**config.mk**
```make
export PLATFORM = sky130hd
export DESIGN_NAME = lane_follow_phase_controller
export DESIGN_NICKNAME = d
export VERILOG_FILES = /design/src/hdl/lfpc_pkg.sv /design/src/hdl/lane_follow_phase_controller.sv /design/src/hdl/lfpc_ctrl.sv /design/src/hdl/lfpc_dp.sv
export SDC_FILE = /design/constraint.sdc
export NUM_CORES = 2
export LEC_CHECK = 0
export CAP_MARGIN = 15
export CORE_UTILIZATION = 40
export CTS_BUF_LIST = sky130_fd_sc_hd__clkbuf_4 sky130_fd_sc_hd__clkbuf_8
export CTS_CLUSTER_DIAMETER = 80
export DETAILED_ROUTE_END_ITERATION = 10
export DONT_BUFFER_PORTS = 1
export GPL_TIMING_DRIVEN = 0
export PLACE_DENSITY = 0.65
export SYNTH_ARGS = -nofsm -noshare
export SYNTH_HDL_FRONTEND = slang
export SYNTH_SLANG_ARGS = --single-unit
```
**constraint.sdc**
```tcl
create_clock -name clk_i -period 9.95 [get_ports clk_i]
set_clock_uncertainty 0.2 [all_clocks]
set_input_delay 1.99 -clock clk_i [delete_from_list [all_inputs] [get_ports clk_i]]
set_output_delay 1.99 -clock clk_i [all_outputs]
set_load 0.05 [all_outputs]
```
**src/hdl/lfpc_pkg.sv**
```systemverilog
// shared types, codes and constants of the lane follow phase controller
// no dependencies; imported by every module of the block
package lfpc_pkg;

  // configuration port
  localparam int unsigned CFG_IDX_W  = 3;
  localparam int unsigned CFG_DATA_W = 16;

  localparam logic [CFG_IDX_W-1:0] CFG_FORWARD_SPEED    = 3'd0;
  localparam logic [CFG_IDX_W-1:0] CFG_FORWARD_RATE     = 3'd1;
  localparam logic [CFG_IDX_W-1:0] CFG_FORWARD_TICKS    = 3'd2;
  localparam logic [CFG_IDX_W-1:0] CFG_TURN_RATE        = 3'd3;
  localparam logic [CFG_IDX_W-1:0] CFG_TURN_TICKS       = 3'd4;
  localparam logic [CFG_IDX_W-1:0] CFG_YELLOW_THRESHOLD = 3'd5;
  localparam logic [CFG_IDX_W-1:0] CFG_FOLLOW_SPEED     = 3'd6;
  localparam logic [CFG_IDX_W-1:0] CFG_FOLLOW_GAIN      = 3'd7;

  // register reset values
  localparam logic [10:0]        RST_FORWARD_SPEED    = 11'd500;
  localparam logic signed [12:0] RST_FORWARD_RATE     = 13'sd300;
  localparam logic [15:0]        RST_FORWARD_TICKS    = 16'd100;
  localparam logic [11:0]        RST_TURN_RATE        = 12'd300;
  localparam logic [15:0]        RST_TURN_TICKS       = 16'd100;
  localparam logic [8:0]         RST_YELLOW_THRESHOLD = 9'd38;
  localparam logic [10:0]        RST_FOLLOW_SPEED     = 11'd400;
  localparam logic [9:0]         RST_FOLLOW_GAIN      = 10'd50;

  // fixed tuning
  localparam logic [10:0] AVOID_SPEED     = 11'd800;
  localparam logic [9:0]  AVOID_GAIN      = 10'd35;
  localparam logic [9:0]  BLACK_GAIN      = 10'd6;
  localparam logic [10:0] BLACK_SPEED     = 11'd800;
  localparam logic [10:0] CONE_BOTTOM_MIN = 11'd190;
  localparam logic [10:0] CONE_BOTTOM_MAX = 11'd480;
  localparam logic [8:0]  CONE_CONF_MIN   = 9'd179;
  localparam logic [11:0] CONE_SPLIT_X2   = 12'd600;
  localparam logic [15:0] SETTLE_TICKS    = 16'd10;
  localparam logic [12:0] RATE_LIMIT      = 13'd8000;
  localparam logic [18:0] ERR_LIMIT       = 19'd524287;

  // image geometry in pixels, Q8 where noted
  localparam logic signed [11:0] BLACK_TARGET_X  = 12'sd370;
  localparam logic signed [11:0] YELLOW_TARGET_X = 12'sd320;
  localparam logic signed [11:0] DEAD_ZONE       = 12'sd5;
  localparam logic signed [20:0] IMG_WIDTH_Q8    = 21'sd163840;

  // reciprocal constants for division by ten
  localparam logic [31:0] RECIP10_32  = 32'hCCCCCCCD;
  localparam logic [12:0] RECIP10_16  = 13'd6554;

  typedef enum logic [2:0] {
    PH_IDLE    = 3'd0,
    PH_FORWARD = 3'd1,
    PH_TURN    = 3'd2,
    PH_YELLOW  = 3'd3,
    PH_BLACK   = 3'd4
  } phase_e;

  typedef enum logic [1:0] {
    SIDE_NONE  = 2'd0,
    SIDE_LEFT  = 2'd1,
    SIDE_RIGHT = 2'd2
  } side_e;

  typedef enum logic [1:0] {
    MODE_NONE   = 2'd0,
    MODE_BLACK  = 2'd1,
    MODE_YELLOW = 2'd2,
    MODE_AVOID  = 2'd3
  } mode_e;

  typedef enum logic [2:0] {
    ST_IDLE   = 3'd0,
    ST_DECIDE = 3'd1,
    ST_DIV1   = 3'd2,
    ST_FILT   = 3'd3,
    ST_RATE   = 3'd4,
    ST_DIV2   = 3'd5,
    ST_DONE   = 3'd6
  } ctrl_state_e;

  // controller to datapath
  typedef struct packed {
    logic load;
    logic decide;
    logic div_run;
    logic div_rate;
    logic filt;
    logic rate;
    logic finish;
  } dp_cmd_t;

  // datapath to controller
  typedef struct packed {
    logic arith;
    logic rate_div;
    logic out_free;
  } dp_status_t;

endpackage

```
**src/hdl/lane_follow_phase_controller.sv**
```systemverilog
// top level of the lane follow phase controller: controller plus datapath
// depends on lfpc_pkg, lfpc_ctrl and lfpc_dp
//
//   channel   handshake              payload
//   in        in_valid_i/in_ready_o  op_i .. cone_height_i
//   out       out_valid_o/out_ready_i cmd_valid_o .. avoiding_o
//   cfg       cfg_we_i               cfg_idx_i, cfg_data_i
//
// an item steps through IDLE, DECIDE and DONE when no filter runs; black-line
// settle adds DIV1, FILT and RATE, and yellow follow or cone avoidance also
// DIV2; the shared divide-by-ten multiplier runs in DIV1 of every filtered
// item, and the yellow and avoid gains need a second pass for the rate in DIV2
// one item is in work at a time; the next one is taken while a result waits
// in the output register, and a full output register holds the item in work
// reset clears phase, tick count, filter errors, avoid side and hold and
// loads the register defaults
module lane_follow_phase_controller (
  input  logic                            clk_i,
  input  logic                            rst_ni,
  input  logic                            cfg_we_i,
  input  logic [lfpc_pkg::CFG_IDX_W-1:0]   cfg_idx_i,
  input  logic [lfpc_pkg::CFG_DATA_W-1:0]  cfg_data_i,
  input  logic                            in_valid_i,
  output logic                            in_ready_o,
  input  logic                            op_i,
  input  logic signed [10:0]              black_x_i,
  input  logic signed [10:0]              yellow_x_i,
  input  logic                            ratio_present_i,
  input  logic [8:0]                      yellow_ratio_i,
  input  logic                            cone_present_i,
  input  logic [8:0]                      cone_conf_i,
  input  logic [9:0]                      cone_left_i,
  input  logic [9:0]                      cone_top_i,
  input  logic [9:0]                      cone_width_i,
  input  logic [9:0]                      cone_height_i,
  output logic                            out_valid_o,
  input  logic                            out_ready_i,
  output logic                            cmd_valid_o,
  output logic [10:0]                     linear_speed_o,
  output logic signed [13:0]              angular_rate_o,
  output logic [2:0]                      phase_now_o,
  output logic                            avoiding_o
);
  import lfpc_pkg::*;

  dp_cmd_t    dp_cmd;
  dp_status_t dp_status;

  // sequencer
  lfpc_ctrl u_ctrl (
    .clk_i      (clk_i),
    .rst_ni     (rst_ni),
    .in_valid_i (in_valid_i),
    .status_i   (dp_status),
    .cmd_o      (dp_cmd),
    .in_ready_o (in_ready_o)
  );

  // arithmetic and state
  lfpc_dp u_dp (
    .clk_i           (clk_i),
    .rst_ni          (rst_ni),
    .cmd_i           (dp_cmd),
    .status_o        (dp_status),
    .cfg_we_i        (cfg_we_i),
    .cfg_idx_i       (cfg_idx_i),
    .cfg_data_i      (cfg_data_i),
    .op_i            (op_i),
    .black_x_i       (black_x_i),
    .yellow_x_i      (yellow_x_i),
    .ratio_present_i (ratio_present_i),
    .yellow_ratio_i  (yellow_ratio_i),
    .cone_present_i  (cone_present_i),
    .cone_conf_i     (cone_conf_i),
    .cone_left_i     (cone_left_i),
    .cone_top_i      (cone_top_i),
    .cone_width_i    (cone_width_i),
    .cone_height_i   (cone_height_i),
    .out_valid_o     (out_valid_o),
    .out_ready_i     (out_ready_i),
    .cmd_valid_o     (cmd_valid_o),
    .linear_speed_o  (linear_speed_o),
    .angular_rate_o  (angular_rate_o),
    .phase_now_o     (phase_now_o),
    .avoiding_o      (avoiding_o)
  );

endmodule

```
**src/hdl/lfpc_ctrl.sv**
```systemverilog
// sequencing state machine of the lane follow phase controller
// depends on lfpc_pkg for state codes and command/status structs
module lfpc_ctrl (
  input  logic                clk_i,
  input  logic                rst_ni,
  input  logic                in_valid_i,
  input  lfpc_pkg::dp_status_t status_i,
  output lfpc_pkg::dp_cmd_t    cmd_o,
  output logic                in_ready_o
);
  import lfpc_pkg::*;

  ctrl_state_e state_q, state_d;

  // state register
  always_ff @(posedge clk_i or negedge rst_ni) begin
    if (!rst_ni) begin
      state_q <= ST_IDLE;
    end else begin
      state_q <= state_d;
    end
  end

  // next state
  always_comb begin
    state_d = state_q;
    unique case (state_q)
      ST_IDLE: begin
        if (in_valid_i) state_d = ST_DECIDE;
      end
      ST_DECIDE: begin
        state_d = status_i.arith ? ST_DIV1 : ST_DONE;
      end
      ST_DIV1: state_d = ST_FILT;
      ST_FILT: state_d = ST_RATE;
      ST_RATE: begin
        state_d = status_i.rate_div ? ST_DIV2 : ST_DONE;
      end
      ST_DIV2: state_d = ST_DONE;
      ST_DONE: begin
        if (status_i.out_free) state_d = ST_IDLE;
      end
      default: state_d = ST_IDLE;
    endcase
  end

  // outputs
  always_comb begin
    cmd_o      = '0;
    in_ready_o = 1'b0;
    unique case (state_q)
      ST_IDLE: begin
        in_ready_o = 1'b1;
        cmd_o.load = in_valid_i;
      end
      ST_DECIDE: cmd_o.decide = 1'b1;
      ST_DIV1:   cmd_o.div_run = 1'b1;
      ST_FILT:   cmd_o.filt = 1'b1;
      ST_RATE:   cmd_o.rate = 1'b1;
      ST_DIV2: begin
        cmd_o.div_run  = 1'b1;
        cmd_o.div_rate = 1'b1;
      end
      ST_DONE:   cmd_o.finish = status_i.out_free;
      default: begin
        cmd_o = '0;
      end
    endcase
  end

endmodule

```
**src/hdl/lfpc_dp.sv**
```systemverilog
// datapath: config registers, phase state, error filters, rate math, output register
// depends on lfpc_pkg; driven by lfpc_ctrl through dp_cmd_t
module lfpc_dp (
  input  logic                                  clk_i,
  input  logic                                  rst_ni,
  input  lfpc_pkg::dp_cmd_t                      cmd_i,
  output lfpc_pkg::dp_status_t                   status_o,
  input  logic                                  cfg_we_i,
  input  logic [lfpc_pkg::CFG_IDX_W-1:0]         cfg_idx_i,
  input  logic [lfpc_pkg::CFG_DATA_W-1:0]        cfg_data_i,
  input  logic                                  op_i,
  input  logic signed [10:0]                    black_x_i,
  input  logic signed [10:0]                    yellow_x_i,
  input  logic                                  ratio_present_i,
  input  logic [8:0]                            yellow_ratio_i,
  input  logic                                  cone_present_i,
  input  logic [8:0]                            cone_conf_i,
  input  logic [9:0]                            cone_left_i,
  input  logic [9:0]                            cone_top_i,
  input  logic [9:0]                            cone_width_i,
  input  logic [9:0]                            cone_height_i,
  output logic                                  out_valid_o,
  input  logic                                  out_ready_i,
  output logic                                  cmd_valid_o,
  output logic [10:0]                           linear_speed_o,
  output logic signed [13:0]                    angular_rate_o,
  output logic [2:0]                            phase_now_o,
  output logic                                  avoiding_o
);
  import lfpc_pkg::*;

  // configuration registers
  logic [10:0]        fwd_speed_q;
  logic signed [12:0] fwd_rate_q;
  logic [15:0]        fwd_ticks_q;
  logic [11:0]        turn_rate_q;
  logic [15:0]        turn_ticks_q;
  logic [8:0]         ythr_q;
  logic [10:0]        fol_speed_q;
  logic [9:0]         fol_gain_q;

  always_ff @(posedge clk_i or negedge rst_ni) begin
    if (!rst_ni) begin
      fwd_speed_q  <= RST_FORWARD_SPEED;
      fwd_rate_q   <= RST_FORWARD_RATE;
      fwd_ticks_q  <= RST_FORWARD_TICKS;
      turn_rate_q  <= RST_TURN_RATE;
      turn_ticks_q <= RST_TURN_TICKS;
      ythr_q       <= RST_YELLOW_THRESHOLD;
      fol_speed_q  <= RST_FOLLOW_SPEED;
      fol_gain_q   <= RST_FOLLOW_GAIN;
    end else if (cfg_we_i) begin
      unique case (cfg_idx_i)
        CFG_FORWARD_SPEED:    fwd_speed_q  <= cfg_data_i[10:0];
        CFG_FORWARD_RATE:     fwd_rate_q   <= $signed(cfg_data_i[12:0]);
        CFG_FORWARD_TICKS:    fwd_ticks_q  <= cfg_data_i;
        CFG_TURN_RATE:        turn_rate_q  <= cfg_data_i[11:0];
        CFG_TURN_TICKS:       turn_ticks_q <= cfg_data_i;
        CFG_YELLOW_THRESHOLD: ythr_q       <= cfg_data_i[8:0];
        CFG_FOLLOW_SPEED:     fol_speed_q  <= cfg_data_i[10:0];
        CFG_FOLLOW_GAIN:      fol_gain_q   <= cfg_data_i[9:0];
        default: ;
      endcase
    end
  end

  // latched input item
  logic               op_q;
  logic signed [10:0] bx_q, yx_q;
  logic               ratio_p_q, cone_p_q;
  logic [8:0]         ratio_q, conf_q;
  logic [9:0]         cl_q, ct_q, cw_q, ch_q;

  always_ff @(posedge clk_i) begin
    if (cmd_i.load) begin
      op_q      <= op_i;
      bx_q      <= black_x_i;
      yx_q      <= yellow_x_i;
      ratio_p_q <= ratio_present_i;
      ratio_q   <= yellow_ratio_i;
      cone_p_q  <= cone_present_i;
      conf_q    <= cone_conf_i;
      cl_q      <= cone_left_i;
      ct_q      <= cone_top_i;
      cw_q      <= cone_width_i;
      ch_q      <= cone_height_i;
    end
  end

  // block state
  phase_e             phase_q, phase_d;
  logic [15:0]        tick_q, tick_d;
  logic signed [19:0] line_err_q, avoid_err_q;
  side_e              side_q, side_d;
  logic [1:0]         hold_q, hold_d;

  // per-item working registers
  mode_e       mode_q, mode_d;
  logic        cmd_q, cmd_d;
  logic        avoid_q, avoid_d;
  logic [10:0] spd_q, spd_d;
  logic [20:0] rmag_q, rmag_d;
  logic        rneg_q, rneg_d;
  logic [22:0] num_mag_q;
  logic        num_neg_q;
  logic [20:0] div_q;
  logic        line_clr_d, start_clr_d;

  // detections
  logic        black_ok, yellow_ok, ratio_ok, cone_ok;
  logic [10:0] bottom;
  logic [15:0] tick_bump;
  logic [11:0] cone_sum2;
  logic        side_keep;

  assign black_ok  = !bx_q[10];
  assign yellow_ok = !yx_q[10];
  assign ratio_ok  = ratio_p_q && (ratio_q >= ythr_q);
  assign bottom    = {1'b0, ct_q} + {1'b0, ch_q};
  assign cone_ok   = cone_p_q && (conf_q > CONE_CONF_MIN) &&
                     (bottom >= CONE_BOTTOM_MIN) && (bottom <= CONE_BOTTOM_MAX);
  assign tick_bump = (&tick_q) ? tick_q : tick_q + 16'd1;
  assign cone_sum2 = {1'b0, cl_q, 1'b0} + {2'b00, cw_q};
  assign side_keep = ((side_q == SIDE_LEFT) || (side_q == SIDE_RIGHT)) && (hold_q != 2'd3);

  // search speed: round(3 * follow_speed / 10) by reciprocal
  logic [12:0] search_num;
  logic [25:0] search_prod;
  logic [10:0] search_spd;

  assign search_num  = {2'b00, fol_speed_q} + {1'b0, fol_speed_q, 1'b0} + 13'd5;
  assign search_prod = search_num * RECIP10_16;
  assign search_spd  = {1'b0, search_prod[25:16]};

  // filter numerators, Q8 pixels
  logic signed [11:0] bdiff, ydiff, yerr;
  logic signed [20:0] black_now, avoid_now;
  logic               dead;
  logic signed [23:0] line_err24, avoid_err24, black_num, avoid_num, yellow_num, num;
  logic signed [23:0] bnow24, anow24;

  assign bdiff       = BLACK_TARGET_X - {bx_q[10], bx_q};
  assign black_now   = {bdiff[11], bdiff, 8'b0};
  assign avoid_now   = (side_d == SIDE_LEFT) ?
                       IMG_WIDTH_Q8 - $signed({2'b00, cone_sum2, 7'b0}) :
                       -$signed({2'b00, cone_sum2, 7'b0});
  assign ydiff       = YELLOW_TARGET_X - {yx_q[10], yx_q};
  assign dead        = (ydiff > -DEAD_ZONE) && (ydiff < DEAD_ZONE);
  assign yerr        = dead ? 12'sd0 : ydiff;
  assign line_err24  = {{4{line_err_q[19]}}, line_err_q};
  assign avoid_err24 = {{4{avoid_err_q[19]}}, avoid_err_q};
  assign bnow24      = {{3{black_now[20]}}, black_now};
  assign anow24      = {{3{avoid_now[20]}}, avoid_now};
  // 7 * now + 3 * last
  assign black_num   = (bnow24 <<< 3) - bnow24 + (line_err24 <<< 1) + line_err24;
  assign avoid_num   = (anow24 <<< 3) - anow24 + (avoid_err24 <<< 1) + avoid_err24;
  // now + last, dead zone also drops the last value
  assign yellow_num  = {{4{yerr[11]}}, yerr, 8'b0} + (dead ? 24'sd0 : line_err24);

  always_comb begin
    unique case (mode_d)
      MODE_BLACK:  num = black_num;
      MODE_YELLOW: num = yellow_num;
      MODE_AVOID:  num = avoid_num;
      default:     num = 24'sd0;
    endcase
  end

  // phase decision for one item
  always_comb begin
    phase_d     = phase_q;
    tick_d      = tick_q;
    side_d      = side_q;
    hold_d      = hold_q;
    mode_d      = MODE_NONE;
    cmd_d       = 1'b0;
    avoid_d     = 1'b0;
    spd_d       = 11'd0;
    rmag_d      = 21'd0;
    rneg_d      = 1'b0;
    line_clr_d  = 1'b0;
    start_clr_d = 1'b0;
    if (op_q) begin
      // start only takes effect from idle
      if (!((phase_q == PH_FORWARD) || (phase_q == PH_TURN) ||
            (phase_q == PH_YELLOW) || (phase_q == PH_BLACK))) begin
        phase_d     = PH_FORWARD;
        tick_d      = 16'd0;
        line_clr_d  = 1'b1;
        start_clr_d = 1'b1;
      end
    end else begin
      unique case (phase_q)
        PH_FORWARD: begin
          cmd_d  = 1'b1;
          spd_d  = fwd_speed_q;
          rneg_d = fwd_rate_q[12];
          rmag_d = {8'd0, fwd_rate_q[12] ? 13'(-fwd_rate_q) : 13'(fwd_rate_q)};
          tick_d = tick_bump;
          if (yellow_ok) begin
            phase_d = PH_YELLOW; tick_d = 16'd0; line_clr_d = 1'b1;
          end else if (black_ok) begin
            phase_d = PH_BLACK; tick_d = 16'd0; line_clr_d = 1'b1;
          end else if (tick_bump >= fwd_ticks_q) begin
            phase_d = PH_TURN; tick_d = 16'd0;
          end
        end
        PH_TURN: begin
          cmd_d  = 1'b1;
          rneg_d = 1'b1;
          rmag_d = {9'd0, turn_rate_q};
          tick_d = tick_bump;
          if (black_ok) begin
            phase_d = PH_BLACK; tick_d = 16'd0; line_clr_d = 1'b1;
          end else if (yellow_ok || ratio_ok) begin
            phase_d = PH_YELLOW; tick_d = 16'd0; line_clr_d = 1'b1;
          end else if (tick_bump >= turn_ticks_q) begin
            // timeout: stop command, back to idle
            rmag_d  = 21'd0;
            phase_d = PH_IDLE;
          end
        end
        PH_YELLOW: begin
          if (black_ok) begin
            phase_d = PH_BLACK; tick_d = 16'd0; line_clr_d = 1'b1;
          end else if (cone_ok) begin
            side_d  = side_keep ? side_q :
                      ((cone_sum2 > CONE_SPLIT_X2) ? SIDE_LEFT : SIDE_RIGHT);
            hold_d  = side_keep ? hold_q + 2'd1 : 2'd0;
            mode_d  = MODE_AVOID;
            cmd_d   = 1'b1;
            avoid_d = 1'b1;
            spd_d   = AVOID_SPEED;
          end else begin
            cmd_d  = 1'b1;
            tick_d = tick_bump;
            if (yellow_ok) begin
              mode_d = MODE_YELLOW;
              spd_d  = fol_speed_q;
            end else begin
              spd_d  = search_spd;
              rneg_d = 1'b1;
              rmag_d = 21'({1'b0, turn_rate_q} + 13'd1) >> 1;
            end
          end
        end
        PH_BLACK: begin
          if (black_ok) begin
            mode_d = MODE_BLACK;
            cmd_d  = 1'b1;
            spd_d  = BLACK_SPEED;
            tick_d = tick_bump;
            if (tick_bump >= SETTLE_TICKS) begin
              phase_d = PH_IDLE; tick_d = 16'd0;
            end
          end else begin
            phase_d = PH_YELLOW; tick_d = 16'd0; line_clr_d = 1'b1;
          end
        end
        default: ;
      endcase
    end
  end

  // shared divide-by-ten unit, exact floor for arguments below 2^32
  logic [23:0] div_arg;
  logic [55:0] div_prod;

  assign div_arg  = cmd_i.div_rate ? {3'b000, rmag_q} : {1'b0, num_mag_q} + 24'd5;
  assign div_prod = div_arg * RECIP10_32;

  // filtered error: rounded quotient, clamped, signed
  logic [20:0]        filt_mag;
  logic [18:0]        filt_sat;
  logic signed [19:0] filt_err;

  assign filt_mag = (mode_q == MODE_YELLOW) ? 21'(({1'b0, num_mag_q} + 24'd1) >> 1) : div_q;
  assign filt_sat = (filt_mag > {2'b00, ERR_LIMIT}) ? ERR_LIMIT : filt_mag[18:0];
  assign filt_err = num_neg_q ? -$signed({1'b0, filt_sat}) : $signed({1'b0, filt_sat});

  // rate product: gain times filtered error plus rounding bias, divided by 256
  logic signed [19:0] sel_err;
  logic [18:0]        err_mag;
  logic [9:0]         gain;
  logic [28:0]        rate_prod, rate_add;

  assign sel_err   = (mode_q == MODE_AVOID) ? avoid_err_q : line_err_q;
  assign err_mag   = sel_err[19] ? 19'(-sel_err) : sel_err[18:0];
  always_comb begin
    unique case (mode_q)
      MODE_BLACK:  gain = BLACK_GAIN;
      MODE_AVOID:  gain = AVOID_GAIN;
      default:     gain = fol_gain_q;
    endcase
  end
  assign rate_prod = gain * err_mag;
  assign rate_add  = rate_prod + ((mode_q == MODE_BLACK) ? 29'd128 : 29'd1280);

  // state and working registers
  always_ff @(posedge clk_i or negedge rst_ni) begin
    if (!rst_ni) begin
      phase_q     <= PH_IDLE;
      tick_q      <= 16'd0;
      line_err_q  <= 20'sd0;
      avoid_err_q <= 20'sd0;
      side_q      <= SIDE_NONE;
      hold_q      <= 2'd0;
      mode_q      <= MODE_NONE;
    end else begin
      if (cmd_i.decide) begin
        phase_q <= phase_d;
        tick_q  <= tick_d;
        side_q  <= side_d;
        hold_q  <= hold_d;
        mode_q  <= mode_d;
        if (line_clr_d)  line_err_q  <= 20'sd0;
        if (start_clr_d) avoid_err_q <= 20'sd0;
      end
      if (cmd_i.filt) begin
        if (mode_q == MODE_AVOID) avoid_err_q <= filt_err;
        else                      line_err_q  <= filt_err;
      end
    end
  end

  // payload of the item in flight
  always_ff @(posedge clk_i) begin
    if (cmd_i.decide) begin
      cmd_q     <= cmd_d;
      avoid_q   <= avoid_d;
      spd_q     <= spd_d;
      rmag_q    <= rmag_d;
      rneg_q    <= rneg_d;
      num_neg_q <= num[23];
      num_mag_q <= num[23] ? 23'(-num) : num[22:0];
    end
    if (cmd_i.div_run) begin
      div_q <= div_prod[55:35];
    end
    if (cmd_i.rate) begin
      rmag_q <= rate_add[28:8];
      rneg_q <= sel_err[19];
    end
  end

  // final rate: pick quotient or direct magnitude, saturate, apply sign
  logic [20:0]        fin_mag;
  logic [12:0]        fin_sat;
  logic signed [13:0] fin_rate;

  assign fin_mag  = ((mode_q == MODE_YELLOW) || (mode_q == MODE_AVOID)) ? div_q : rmag_q;
  assign fin_sat  = (fin_mag > {8'd0, RATE_LIMIT}) ? RATE_LIMIT : fin_mag[12:0];
  assign fin_rate = rneg_q ? -$signed({1'b0, fin_sat}) : $signed({1'b0, fin_sat});

  // output register
  logic               out_valid_q;
  logic               o_cmd_q, o_avoid_q;
  logic [10:0]        o_spd_q;
  logic signed [13:0] o_rate_q;
  logic [2:0]         o_phase_q;

  always_ff @(posedge clk_i or negedge rst_ni) begin
    if (!rst_ni) begin
      out_valid_q <= 1'b0;
    end else if (cmd_i.finish) begin
      out_valid_q <= 1'b1;
    end else if (out_ready_i) begin
      out_valid_q <= 1'b0;
    end
  end

  always_ff @(posedge clk_i) begin
    if (cmd_i.finish) begin
      o_cmd_q   <= cmd_q;
      o_avoid_q <= cmd_q & avoid_q;
      o_spd_q   <= cmd_q ? spd_q : 11'd0;
      o_rate_q  <= cmd_q ? fin_rate : 14'sd0;
      o_phase_q <= phase_q;
    end
  end

  assign out_valid_o    = out_valid_q;
  assign cmd_valid_o    = o_cmd_q;
  assign linear_speed_o = o_spd_q;
  assign angular_rate_o = o_rate_q;
  assign phase_now_o    = o_phase_q;
  assign avoiding_o     = o_avoid_q;

  // status to the controller
  always_comb begin
    status_o.arith    = (mode_d != MODE_NONE);
    status_o.rate_div = (mode_q == MODE_YELLOW) || (mode_q == MODE_AVOID);
    status_o.out_free = !out_valid_q || out_ready_i;
  end

endmodule

```
==> flow_metrics.tcl <==
set metrics [dict create \
    critPathCaptureType "flip-flop" \
    globalplace.congestion 0.9969 \
    buffer_ports.inserted 0 \
    sequential_standard_cell_area_um2 9951 \
    crit_type "reg2reg" \
    timing.rr.start "u_dp.num_mag_q[1]$_DFFE_PP_" \
    num_io_pins 139 \
    setup_viol 0 \
    core_region_area_um2 104100 \
    wl_per_cell_um 19.18 \
    placedInstanceArea_um2 44020 \
    timing.reg2reg.setup_slack_ns 0.46 \
    most_frequent_cell_on_the_critical_path "sky130_fd_sc_hd__inv_1" \
    detailed_place_hpwl_mm 94.36 \
    clock_latency_on_the_worst_skew_pair_ns 0.72 \
    grt_antenna_before_repair 5 \
    finish.instance_area_um2 45780 \
    viasPerCell 5.321 \
    wl_met2_mm 51.59 \
    post_synth.cell_area_avg_um2 9.556 \
    num-fill-cells 10050 \
    yosys_register_bits 358 \
    grt_overflow_total 0 \
    final.hold.worst_slack_ns 0.2776 \
    grt_use_total_pct 21.59 \
    final_net_count 5574 \
    max_freq_ghz 0.1054 \
    detailedRoute.firstIterationViolations 2175 \
    tightestPinTransition_ns 1.231 \
    seq_area_frac_synth_pct 23.58 \
    route.top_layer_used "met5" \
    final_max_slew_viol_count 0 \
    layout_min_cycle_time_ns 9.490 \
    status "completed" \
    yosysTopAreaCellShare_pct 19.64 \
    worst_setup_path_start_kind "flip-flop" \
    post_route_cells_drive_above_1_share_pct 7.171 \
    routed-wl-met3_mm 8.339 \
    number_of_placement_rows 118 \
    grt_pass1_wl_mm 180.7 \
    clock_buffers_created_by_tritoncts 71 \
    hold_violations 0 \
    initial_core_util_pct 40.54 \
    worstPathMaxFanout 5 \
    cp_slowest_cell "sky130_fd_sc_hd__fa_2" \
    timing.hold.worst_path_depth 0 \
    dr.pass1.iters 5 \
    critPathRequiredTime_ns 10.17 \
    finalSetupTns_ns 0 \
    die_height_um 326.8 \
    cts-root-to-sink-buffers 3 \
    cts_root_buf "sky130_fd_sc_hd__clkbuf_8" \
    arrival_ns 9.71 \
    crit_path_max_incr_delay_ns 0.62 \
    edff_count_synth 191 \
    tritoncts_clock_tree "yes" \
    post_synth_main_area_contributors "sky130_fd_sc_hd__fa_1 (20%), sky130_fd_sc_hd__ha_1 (16%), sky130_fd_sc_hd__edfxtp_1 (14%)" \
    rr_endpoint "u_dp.div_q[17]$_DFFE_PP_" \
    net_count_after_synthesis 5488 \
    pre_cts_ws_ns -0.8040 \
    die_width_um 326.8 \
    area_growth_syn_to_layout_pct 8.498 \
    netlist_instances 4416 \
    slew_headroom_pct 17.28 \
    timing.max_cap.violations 0 \
    critical_path.startpoint "u_dp.num_mag_q[1]$_DFFE_PP_" \
    multiInputGateArea_um2 29400 \
    wl_met1_mm 50.54 \
    total_length_of_routed_wires_mm 113.9 \
    synth.cell_area_um2 42200 \
    residual_drc_count 0 \
    number_of_clock_sinks 358 \
    synth_flop_cell "sky130_fd_sc_hd__edfxtp_1" \
    cts_hold_buffers 0 \
    r2r_cells 33 \
    layout.cells.most_common "sky130_fd_sc_hd__inv_1" \
    grt_pass1_vias 32220 \
    cts_max_level 3 \
    crit_path_end "u_dp.div_q[17]$_DFFE_PP_" \
    via_count 31610 \
    clkTransAtPathRegs_ns 0.07 \
    layout_setup_ws_ns 0.4603 \
    final_antenna_net_count 0 \
    min-delay-path-class "reg2reg" \
    yosys.cell_types.count 91 \
    grt_max_degree 168 \
    ys.warnings.count 0 \
    mostFrequentLayoutCells "sky130_fd_sc_hd__inv_1 (671), sky130_fd_sc_hd__ha_1 (550), sky130_fd_sc_hd__fa_1 (412)" \
    timing.final.crit_share_pct 95.37 \
    floorplan.die_area_um2 106800 \
    synth_area_leader "sky130_fd_sc_hd__fa_1" \
    synth-async-reset-ratio_pct 46.65 \
]
==> kinds of logic after synthesis <==
logic type	share of synthesized area (%)
simple gates	12.82
xor+xnor	5.729
buf+inv	7.087
fa+ha+maj	36.03
mux	2.814
flops	23.58
compound gates	11.94
==> worst max-delay path, delay by kind of cell (launching register included) <==
kind / cells / cell delay (ns)
flops: 1 / 0.44
buf+inv: 6 / 0.59
fa+ha+maj: 9 / 4.22
compound gates: 9 / 2.12
xor+xnor: 2 / 0.29
simple gates: 7 / 1.32
==> stage by stage <==
stage,util [%],cells
detailed placement,42.30,5801
global placement,42.20,5796
CTS,43.82,5932
global route,43.99,5941
finish,43.99,5941
floorplan,-,4416
==> area by class of cell <==
type,instances,share of cell area (%)
sequential,358,21.73
clock inverter,33,0.7761
buffer,120,1.017
clock buffer,98,2.618
antenna,1,0.005466
timing repair buffer,15,0.3471
inverter,673,5.518
multi-input combinational,3263,64.21
tap,1380,3.771
==> how the worst min path moves through the flow <==
stage,from,endpoint,slack (ns)
3_5_place_dp,u_dp.phase_q[0]$_DFFE_PN0P_,u_dp.phase_now_o[0]$_DFFE_PP_,0.24
6_report,u_dp.phase_q[0]$_DFFE_PN0P_,u_dp.phase_now_o[0]$_DFFE_PP_,0.28
4_1_cts,u_dp.phase_q[0]$_DFFE_PN0P_,u_dp.phase_now_o[0]$_DFFE_PP_,0.27
2_1_floorplan,u_dp.phase_q[0]$_DFFE_PN0P_,u_dp.phase_now_o[0]$_DFFE_PP_,0.22
5_1_grt,u_dp.phase_q[0]$_DFFE_PN0P_,u_dp.phase_now_o[0]$_DFFE_PP_,0.28
3_3_place_gp,u_dp.phase_q[0]$_DFFE_PN0P_,u_dp.phase_now_o[0]$_DFFE_PP_,0.25
==> what timing repair did <==
item / 4_1_cts / 5_1_grt
setup buffers: 0 / 10
endpoints found under the setup margin: 13 / 28
gates resized for setup: 9 / 30
cloned: 0 / 0
pin swaps: 1 / 8
==> state kept, by name (all words and copies together) (netlist names), 14 cells and up <==
register and cells:
u_dp.rmag_q 21, u_dp.fwd_ticks_q 16, u_dp.turn_ticks_q 16, u_dp.div_q 21, u_dp.num_mag_q 23, u_dp.angular_rate_o 14
u_dp.tick_q 16, u_dp.line_err_q 20, u_dp.avoid_err_q 20
==> metal layers <==
layer | GRT usage (%) | vias to the layer above
met2 | 34.34 | 980
met3 | 4.317 | 194
li1 | - | 15140
met5 | 0 | -
met4 | 7.131 | 2
met1 | 29.35 | 15290
==> cells in the mapped netlist (9+ instances only) <==
library cell,n
sky130_fd_sc_hd__dfstp_2,29
sky130_fd_sc_hd__a21oi_1,163
sky130_fd_sc_hd__o211ai_1,12
sky130_fd_sc_hd__nand3_1,83
sky130_fd_sc_hd__or2_2,26
sky130_fd_sc_hd__o22ai_1,16
sky130_fd_sc_hd__mux2i_1,32
sky130_fd_sc_hd__a221oi_1,9
sky130_fd_sc_hd__edfxtp_1,191
sky130_fd_sc_hd__clkbuf_1,104
sky130_fd_sc_hd__o21bai_1,21
sky130_fd_sc_hd__and3_1,25
sky130_fd_sc_hd__mux2_2,77
sky130_fd_sc_hd__xor2_1,107
sky130_fd_sc_hd__o2111ai_1,11
sky130_fd_sc_hd__o31ai_1,19
sky130_fd_sc_hd__nand2b_1,36
sky130_fd_sc_hd__buf_1,13
sky130_fd_sc_hd__a31oi_1,22
sky130_fd_sc_hd__and2_1,42
sky130_fd_sc_hd__a22o_1,24
sky130_fd_sc_hd__dfrtp_1,138
sky130_fd_sc_hd__nand2_1,383
sky130_fd_sc_hd__a211o_1,11
sky130_fd_sc_hd__nor2_1,266
sky130_fd_sc_hd__xnor2_1,169
sky130_fd_sc_hd__inv_1,671
sky130_fd_sc_hd__ha_1,551
sky130_fd_sc_hd__or3_1,20
sky130_fd_sc_hd__nor4_1,17
sky130_fd_sc_hd__a22oi_1,10
sky130_fd_sc_hd__nand4_1,32
sky130_fd_sc_hd__nor2b_1,57
sky130_fd_sc_hd__o21ai_0,212
sky130_fd_sc_hd__a211oi_1,30
sky130_fd_sc_hd__o21a_1,39
sky130_fd_sc_hd__fa_1,414
sky130_fd_sc_hd__a21o_1,80
sky130_fd_sc_hd__o21ai_1,9
sky130_fd_sc_hd__nor3_1,97
Power is left out: the tool's default activity adds up to more than one toggle a clock period on the data nets, which glitch-free logic cannot reach.
